## config.mk

```make
export PLATFORM = sky130hd
export DESIGN_NAME = modular_inverse_ext_euclid_core
export DESIGN_NICKNAME = d
export VERILOG_FILES = /design/src/rtl/modinv_pkg.sv /design/src/rtl/modular_inverse_ext_euclid_core.sv
export VERILOG_INCLUDE_DIRS = /design/src /design/src/rtl
export SDC_FILE = /design/constraint.sdc
export NUM_CORES = 1
export LEC_CHECK = 0
export ABC_AREA = 1
export BUFFER_PORTS_ARGS = -buffer_cell sky130_fd_sc_hd__buf_4
export CORE_UTILIZATION = 60
export CTS_CLUSTER_DIAMETER = 80
export DETAILED_ROUTE_END_ITERATION = 10
export GPL_TIMING_DRIVEN = 1
export PLACE_DENSITY = 0.78
export SLEW_MARGIN = 20
export SYNTH_ARGS = -nofsm -noshare
export SYNTH_HDL_FRONTEND = slang
export SYNTH_SLANG_ARGS = --single-unit
```

## constraint.sdc

```tcl
create_clock -name clk_i -period 24.3 [get_ports clk_i]
set_input_delay 6.075 -clock clk_i [delete_from_list [all_inputs] [get_ports clk_i]]
set_output_delay 6.075 -clock clk_i [all_outputs]
set_load 0.02 [all_outputs]
```

## src/rtl/modular_inverse_ext_euclid_core_defines.svh

```systemverilog
// ----------------------------------------------------------------------------
// Modular inverse core assertion macros
// Shared concurrent assertion forms, clocked on clk_i and reset by rst_ni.
// ----------------------------------------------------------------------------
`ifndef MODULAR_INVERSE_EXT_EUCLID_CORE_DEFINES_SVH
`define MODULAR_INVERSE_EXT_EUCLID_CORE_DEFINES_SVH

// Same-cycle implication.
`define MODINV_ASSERT_NOW(lbl, ante, cons, msg) \
  lbl: assert property (@(posedge clk_i) disable iff (!rst_ni) (ante) |-> (cons)) \
    else $error(msg);

// Next-cycle implication.
`define MODINV_ASSERT_NEXT(lbl, ante, cons, msg) \
  lbl: assert property (@(posedge clk_i) disable iff (!rst_ni) (ante) |=> (cons)) \
    else $error(msg);

`endif

```

## src/rtl/modinv_pkg.sv

```systemverilog
// ----------------------------------------------------------------------------
// Modular inverse package
// Operand width and stream bus widths shared by the modular inverse core.
// ----------------------------------------------------------------------------
package modinv_pkg;

  // Operand width (value, modulus and inverse).
  localparam int WIDTH = 31;
  // Signed Bezout coefficient width.
  localparam int COEF_W = WIDTH + 1;
  // Bit counter width for one restoring division.
  localparam int CNT_W = $clog2(WIDTH);
  // Stream data widths, rounded up to whole bytes.
  localparam int IN_DATA_W = ((2 * WIDTH + 7) / 8) * 8;
  localparam int OUT_DATA_W = ((WIDTH + 7) / 8) * 8;

endpackage

```

## src/rtl/modular_inverse_ext_euclid_core.sv

```systemverilog
// ----------------------------------------------------------------------------
// Modular inverse core (extended Euclid)
// Computes the inverse of a value modulo m with a bit-serial shared divider.
// ----------------------------------------------------------------------------
// Usage:
//   Input stream s_axis carries one beat per problem: value a and modulus m.
//   Output stream m_axis returns one beat per problem: the inverse in 0..m-1
//   (zero when none exists) and a flag in tuser set when m is nonzero and gcd(a, m) = 1.
//   s_axis_tready is high only while the core is idle; one beat is worked on
//   at a time.
// Sequencing:
//   Each Euclid step runs one restoring division through a single shared
//   subtract/compare unit, one quotient bit per cycle, followed by an update
//   state. After the last step (zero remainder) the core normalizes the
//   coefficient and then presents the result. A problem takes k division
//   steps, with k at most about 1.44 * WIDTH + 2. A zero modulus skips the loop.
//   The next beat can be accepted in the same cycle that output valid rises.
// Stall and reset:
//   The result sits in an output register; a new beat may be accepted while it
//   waits. If the receiver still stalls when the next result is ready, the
//   core holds in its final state until the output register frees up.
//   Reset (rst_ni low) drops any work in flight and clears output valid.
// ----------------------------------------------------------------------------
`include "modular_inverse_ext_euclid_core_defines.svh"

module modular_inverse_ext_euclid_core (
  input  logic                             clk_i,
  input  logic                             rst_ni,
  input  logic                             s_axis_tvalid,
  output logic                             s_axis_tready,
  // [30:0] a_value, [61:31] modulus, upper bits pad
  input  logic [modinv_pkg::IN_DATA_W-1:0]  s_axis_tdata,
  output logic                             m_axis_tvalid,
  input  logic                             m_axis_tready,
  // [30:0] inverse, upper bits zero
  output logic [modinv_pkg::OUT_DATA_W-1:0] m_axis_tdata,
  // [0] exists
  output logic                             m_axis_tuser
);

  localparam int W = modinv_pkg::WIDTH;
  localparam int C = modinv_pkg::COEF_W;
  localparam int CW = modinv_pkg::CNT_W;

  localparam logic [2:0] ST_IDLE = 3'd0;
  localparam logic [2:0] ST_DIV  = 3'd1;
  localparam logic [2:0] ST_UPD  = 3'd2;
  localparam logic [2:0] ST_NORM = 3'd3;
  localparam logic [2:0] ST_FIN  = 3'd4;

  logic [2:0]    state_q, state_d;
  logic [CW-1:0] cnt_q, cnt_d;
  logic          out_valid_q, out_valid_d;

  logic [W-1:0]  rp_q, rp_d;
  logic [W-1:0]  rc_q, rc_d;
  logic [C-1:0]  cp_q, cp_d;
  logic [C-1:0]  cc_q, cc_d;
  logic [W-1:0]  m_q, m_d;
  logic [W-1:0]  div_num_q, div_num_d;
  logic [W-1:0]  div_rem_q, div_rem_d;
  logic [C-1:0]  prod_q, prod_d;
  logic [C-1:0]  t_q, t_d;
  logic          exists_q, exists_d;
  logic [W-1:0]  inv_q, inv_d;
  logic          user_q, user_d;

  logic [W-1:0]  in_a, in_m;
  logic          in_fire, out_free;
  logic [W:0]    r_sh, r_sub;
  logic          fits;
  logic [C-1:0]  t_red;

  assign in_a = s_axis_tdata[W-1:0];
  assign in_m = s_axis_tdata[2*W-1:W];
  assign s_axis_tready = (state_q == ST_IDLE);
  assign in_fire = s_axis_tvalid && s_axis_tready;
  assign out_free = !out_valid_q || m_axis_tready;

  // Shared divider datapath: shift in the next dividend bit, trial subtract.
  assign r_sh = {div_rem_q, div_num_q[W-1]};
  assign r_sub = r_sh - {1'b0, rc_q};
  assign fits = (r_sh >= {1'b0, rc_q});

  assign t_red = (t_q >= {1'b0, m_q}) ? (t_q - {1'b0, m_q}) : t_q;

  always_comb begin
    state_d = state_q;
    cnt_d = cnt_q;
    out_valid_d = out_valid_q;
    rp_d = rp_q;
    rc_d = rc_q;
    cp_d = cp_q;
    cc_d = cc_q;
    m_d = m_q;
    div_num_d = div_num_q;
    div_rem_d = div_rem_q;
    prod_d = prod_q;
    t_d = t_q;
    exists_d = exists_q;
    inv_d = inv_q;
    user_d = user_q;

    if (m_axis_tready) begin
      out_valid_d = 1'b0;
    end

    unique case (state_q)
      ST_IDLE: begin
        if (in_fire) begin
          rp_d = in_a;
          rc_d = in_m;
          cp_d = C'(1);
          cc_d = '0;
          m_d = in_m;
          div_num_d = in_a;
          div_rem_d = '0;
          prod_d = '0;
          cnt_d = CW'(W - 1);
          if (in_m == '0) begin
            exists_d = 1'b0;
            state_d = ST_FIN;
          end else begin
            state_d = ST_DIV;
          end
        end
      end
      ST_DIV: begin
        // One quotient bit per cycle; fold it into q * coef by Horner's rule.
        div_rem_d = fits ? r_sub[W-1:0] : r_sh[W-1:0];
        div_num_d = {div_num_q[W-2:0], 1'b0};
        prod_d = {prod_q[C-2:0], 1'b0} + (fits ? cc_q : '0);
        if (cnt_q == '0) begin
          state_d = ST_UPD;
        end else begin
          cnt_d = cnt_q - CW'(1);
        end
      end
      ST_UPD: begin
        rp_d = rc_q;
        rc_d = div_rem_q;
        cp_d = cc_q;
        cc_d = cp_q - prod_q;
        if (div_rem_q == '0) begin
          state_d = ST_NORM;
        end else begin
          div_num_d = rc_q;
          div_rem_d = '0;
          prod_d = '0;
          cnt_d = CW'(W - 1);
          state_d = ST_DIV;
        end
      end
      ST_NORM: begin
        exists_d = (rp_q == W'(1));
        t_d = cp_q[C-1] ? (cp_q + {1'b0, m_q}) : cp_q;
        state_d = ST_FIN;
      end
      ST_FIN: begin
        // Hold here while the previous result is still stalled.
        if (out_free) begin
          inv_d = exists_q ? t_red[W-1:0] : '0;
          user_d = exists_q;
          out_valid_d = 1'b1;
          state_d = ST_IDLE;
        end
      end
      default: begin
        state_d = ST_IDLE;
      end
    endcase
  end

  always_ff @(posedge clk_i or negedge rst_ni) begin
    if (!rst_ni) begin
      state_q <= ST_IDLE;
      cnt_q <= '0;
      out_valid_q <= 1'b0;
    end else begin
      state_q <= state_d;
      cnt_q <= cnt_d;
      out_valid_q <= out_valid_d;
    end
  end

  always_ff @(posedge clk_i) begin
    rp_q <= rp_d;
    rc_q <= rc_d;
    cp_q <= cp_d;
    cc_q <= cc_d;
    m_q <= m_d;
    div_num_q <= div_num_d;
    div_rem_q <= div_rem_d;
    prod_q <= prod_d;
    t_q <= t_d;
    exists_q <= exists_d;
    inv_q <= inv_d;
    user_q <= user_d;
  end

  assign m_axis_tvalid = out_valid_q;
  assign m_axis_tdata = modinv_pkg::OUT_DATA_W'(inv_q);
  assign m_axis_tuser = user_q;

  `MODINV_ASSERT_NEXT(a_accept_starts, in_fire,
    (state_q == ST_DIV) || (state_q == ST_FIN), "accepted beat did not start work")
  `MODINV_ASSERT_NOW(a_div_rem_below, state_q == ST_DIV,
    (rc_q != '0) && (div_rem_q < rc_q), "partial remainder not below divisor")
  `MODINV_ASSERT_NOW(a_norm_done, state_q == ST_NORM,
    rc_q == '0, "normalize entered with nonzero remainder")
  `MODINV_ASSERT_NEXT(a_fin_emits, (state_q == ST_FIN) && out_free,
    m_axis_tvalid && (state_q == ST_IDLE), "finished result not presented")

endmodule

```

# Yosys cells after proc, flatten, opt, wreduce, memory -nomap -nowiden
# Cells that the tools add are included.
[totals] out_inout_bits=35 word_cells=87 ff_bits=325 inputBits=68
[classes] order_cmp=2 eq_ne=11 reduce_logical=17 muxes=35 addsub=6
[op_table] operator="$mux W31" count=8
[op_table] operator="$pmux W31 S3" count=2
[op_table] operator="$mux W32" count=4
[op_table] operator="$pmux W32 S2" count=2
[op_table] operator="$pmux W31 S2" count=2
[op_table] operator="$pmux W32 S3" count=1
[op_table] operator="$ge A32 B31 Y1" count=2
[op_table] operator="$logic_not A31 Y1" count=2
[op_table] operator="$sub A31 B31 Y31" count=2
[op_table] operator="$add A32 B31 Y32" count=1
[op_table] operator="$add A32 B32 Y32" count=1
[op_table] operator="$sub A32 B32 Y32" count=1
[op_table] operator="$eq A31 B1 Y1 const B" count=1
[op_table] operator="$mux W5" count=3
[op_table] operator="$pmux W3 S5" count=1
[op_table] operator="$pmux W5 S3" count=1
[op_table] operator="$mux W3" count=4
[op_table] operator="$reduce_and A3 Y1" count=3
[op_table] operator="$ne A2 B2 Y1 const B" count=4
[op_table] operator="$eq A3 B2 Y1 const B" count=2
[op_table] operator="$reduce_and A2 Y1" count=3
[op_table] operator="$logic_not A5 Y1" count=1
[op_table] operator="$mux W1" count=5
[op_table] operator="$sub A5 B1 Y5 const B" count=1
[op_table] operator="12 further kinds" count=14

# Logic depth before layout (Yosys ltp)
[logic_depth] word_depth=4 ltp_mapped=28 mapped_depth_nobuf=27

# Worst setup path after synthesis
# OpenSTA, ideal clock, no wires.
[synth_timing] kind="input to register" from="in s_axis_tvalid" to="reg cc_q[0] (enable)" n_path_buf=0 t_arrival_ps=14916 path_stages=2 setup_slack_ps=8598 setup_ps=785 required_time_ps=23515 path_cell_list="inv_1 > o21ai_0"
[synth_via] elab_chain_cells=3
[synth_rtl] item="start: declaration" line_no="modular_inverse_ext_euclid_core.sv:29" text="input logic s_axis_tvalid,"
[synth_rtl] item="$logic_and A1 B1 Y1" line_no="modular_inverse_ext_euclid_core.sv:77" text="assign in_fire = s_axis_tvalid && s_axis_tready;"
[synth_rtl] item="$ne A2 B1 Y1 (no line)"
[synth_rtl] item="$reduce_and A2 Y1 (no line)"
[synth_rtl] item="end signal: assignment" line_no="modular_inverse_ext_euclid_core.sv:190" text="cc_q <= cc_d;"
[synth_rtl] item="end: declaration" line_no="modular_inverse_ext_euclid_core.sv:58" text="logic [C-1:0] cc_q, cc_d;"
# Every way passes these cells.
# A chain may end at the register's enable or synchronous reset.

# Worst setup path in the final report
[layout_timing] from="in s_axis_tvalid" to="reg cnt_q[2]"
[layout_via] elab_chain_cells=3
[layout_rtl] item="$logic_and A1 B1 Y1" line_no="modular_inverse_ext_euclid_core.sv:77"
[layout_rtl] item="$ne A2 B1 Y1 (no line)"
[layout_rtl] item="$reduce_and A4 Y1 (no line)"
[layout_rtl] item="end signal: assignment" line_no="modular_inverse_ext_euclid_core.sv:181" text="cnt_q <= cnt_d;"
[layout_rtl] item="end: declaration" line_no="modular_inverse_ext_euclid_core.sv:52" text="logic [CW-1:0] cnt_q, cnt_d;"
# Every way passes these cells.

==> metrics.md <==
| Metric | Value |
|---|---|
| Outcome | `finished clean` |
| Post-CTS Setup Bufs | `0` |
| Inst Count DP | `3,423` |
| Root Driver | `clkbuf_16` |
| Setup violations, final | `0` |
| # diodes | `0` |
| Post-synth EDFFs | `between 300 and 400` |
| FF+latch count, synth | `roughly 330` |
| Vias per inst | `approximately 6` |
| Net Count, Synth | `around 3,100` |
| CTS H-tree depth | `2` |
| DRT antenna net count | `0` |
| CORE AREA | `~0.037 mm2` |
| Clock share of power | `15.1%` |
| Setup Skew | `~23 ps` |
| Layout Nets | `approximately 3,200` |
| Pre-Repair DR Iteration Count | `6` |
| Cell Area, Synth | `0.02264 mm2` |
| Resize count post-CTS | `0` |
| Cell row count | `70` |
| Setup tns final | `0 ps` |
| Placer Congestion | `around 0.99` |
| Seq. cell area | `0.009714 mm2` |
| Die width | `196.3 um` |
| DIE AREA | `0.03851 mm2` |
| Post-layout min period | `just under 8000 ps` |
| # DRC | `0` |
| Flop pwr share | `30.4%` |
| Post-placement worst setup slack | `around 16,000 ps` |
| Grt met2 use | `roughly 53%` |
| Final Util | `roughly two thirds` |
| Least-Margin Pin Slew | `between 1000 and 1500 ps` |
| Max-cap violations | `0` |
| Mapped Cells | `between 2,000 and 3,000` |
| Initial antenna violation count | `0` |
| Total CTS buffers | `37` |
| Area contributors post-synth | `edfxtp_1 42%, nand2_1 11%, ha_1 8.6%` |
| DR WL/cell | `between 15 and 20 um` |
| Fin. Hold Viols | `0` |
| Synth Flop Type | `edfxtp_1` |
| Clk_lat worst skew | `around 580 ps` |
| Critical Path RT | `approximately 25,000 ps` |
| Mean Syn Cell Area | `7.891 um2` |
| Power per cell area | `143.8 mW/mm2` |
| Hold WC Path Type | `flop to flop` |
| Setup ws final | `around 17,000 ps` |
| Post-route insts no fill | `3,489` |
| Int Power | `about 1.8 mW` |
| Area leader, netlist | `edfxtp_1` |
| Switching Share | `48.50%` |
| Drt total wl | `roughly 66 mm` |
| CTS tree | `done` |
| Peak VDD IR | `95.77 uV` |
| Footprint of the multi-input gates | `roughly 0.011 mm2` |
| Rel. slew slack | `27.61%` |
| Initial core utilization | `61.40%` |
| R2R setup slack | `19,100 ps` |
| Leak | `~11 nW` |
| Largest net degree at the start of global routing | `84` |
| Fmax | `129.7 MHz` |
| Commonest non-fill, non-tap cell in the layout | `nand2_1` |
| DP Wirelength | `51.08 mm` |
| Layout area overhead | `10.19%` |
| Comb pwr share | `~55%` |
| Worst-path maximum fanout | `64` |
| Via count | `~20,000` |
| CTS sink count | `about 330` |
| Worst setup SP type | `primary input` |
| Overall global routing resource usage | `between 30% and 40%` |
| Fin. max-slew vios | `0` |
| Cts hold-fix bufs | `0` |
| Reg clk slew, reported paths | `~50 ps` |
| Grt peak-use layer | `met2` |
| Met1 Track Usage GR | `between 40 and 50%` |
| CP Capture Type | `flop` |
| Post-synthesis cell type count | `just over 50` |
| RSZ-0062 raised after global routing | `no` |
| Yosys top cell area share | `between 40% and 50%` |
| Drt initial violations | `1,854` |
| Global routing usage on met3 | `5.364%` |
| Number of global-route vias before repair | `19,220` |
| Die Span Y | `196.3 um` |
| Hold_ws | `slightly below 500 ps` |
| Yosys warning total | `0` |
| Most frequent cells in the layout | `634 x nand2_1, 406 x nor2_1, 344 x inv_1, 316 x edfxtp_1, 263 x a21oi_1` |
| Port Buffers | `99` |
| Critical path class | `primary input to flop` |
| Arrival @ worst endpoint | `just over 8000 ps` |
| Net switching power | `1.740 mW` |
| Global-route wire length before repair | `a little over 100 mm` |
| Clock Path Buffers | `3` |
| Layout cells sized above 1 | `around 7%` |
| I/O pins | `~100` |
| Post-synth ARST share | `under 10%` |
| Fin crit share | `31.73%` |
| Sequential share of the synthesized area | `roughly 43%` |
| Grt ovf | `0` |
| Fill cells | `between 3,000 and 4,000` |
path summary, 6_finish.rpt:
| check | startpoint | end | cells past startpoint |
|---|---|---|---|
| max | s_axis_tvalid | cnt_q[2] | 8 |
| min | cnt_q[4] | cnt_q[4] | 2 |
| max reg2reg | div_num_q[30] | prod_q[28] | 25 |
| min reg2reg | cnt_q[4] | cnt_q[4] | 2 |
| max in group asynchronous | rst_ni | cnt_q[0] | 1 |
| min in group asynchronous | rst_ni | m_axis_tvalid | 1 |
per-layer routing:
layer	wire, um	up-vias	share of wire (%)
met5	0	-	0
met4	2294	0	3.5
met3	6363	128	9.7
met2	28860	975	44
met1	28240	9383	43
li1	-	9940	-
stage by stage:
step | power [mW] | area (um2)
detailed placement | 2.998 | 23810
finish | 3.587 | 24950
floorplan | 2.495 | 22640
CTS | 3.543 | 24940
global placement | 2.949 | 23810
global route | 3.855 | 24950
area by class of cell:
| type | count | area share, % |
|---|---|---|
| multi-input combinational | 2135 | 45.44 |
| sequential | 325 | 38.94 |
| inverter | 350 | 5.276 |
| clock buffer | 43 | 3.802 |
| timing repair buffer | 109 | 3.280 |
| tap | 504 | 2.528 |
| clock inverter | 23 | 0.7373 |
Yosys cell counts (all sizes together) (2+ instances only):
cell,instances
xnor2,29
o21bai,14
nand2,643
nor3,42
ha,156
nand3b,11
fa,5
o21a,16
buf,30
inv,349
clkbuf,29
nor3b,2
nor4,25
nor2,409
nand4,15
xor2,25
o211ai,33
a21o,16
a31oi,16
edfxtp,316
a211oi,4
o21ai,277
a21oi,266
dfrtp,9
or2,10
nand3,106
a21boi,9
power groups by stage:
stage | combinational (mW) | sequential (mW) | clock [mW]
6_report | 1.96 | 1.09 | 0.541
5_1_grt | 2.19 | 1.11 | 0.563
4_1_cts | 1.92 | 1.08 | 0.544
3_5_place_dp | 1.91 | 1.09 | 0
3_3_place_gp | 1.86 | 1.09 | 0
2_1_floorplan | 1.45 | 1.05 | 0
flip-flops by register name, indices dropped and copies added (netlist names):
signal / flops
cnt_q: 5
m_q: 31
prod_q: 32
exists_q: 1
rc_q: 31
inv_q: 31
m_axis_tvalid: 1
cc_q: 32
state_q: 3
m_axis_tuser: 1
div_rem_q: 31
rp_q: 31
cp_q: 32
t_q: 32
div_num_q: 31
logic make-up (layout without fill, tap and decap cells):
family / count (synthesis) / in the layout / share of synthesized area, %
AOI/OAI and AO/OA: 654 / 654 / 15.75
xor gates and xnor gates: 54 / 54 / 2.089
adders and majority gates: 161 / 161 / 9.063
buffers and inverters: 409 / 525 / 7.206
DFF: 325 / 325 / 42.91
other: 1 / 1 / 0.01656
and+or+nand+nor: 1265 / 1265 / 22.97
worst max-delay path: stages:
cell,delay (ps)
buf_4,100
o21ai_0,100
inv_1,70
and2_4,430
buf_4,840
o21ai_2,260
nand2_1,120
o21ai_0,90
Note: power is estimated with default switching activity, not from simulation.
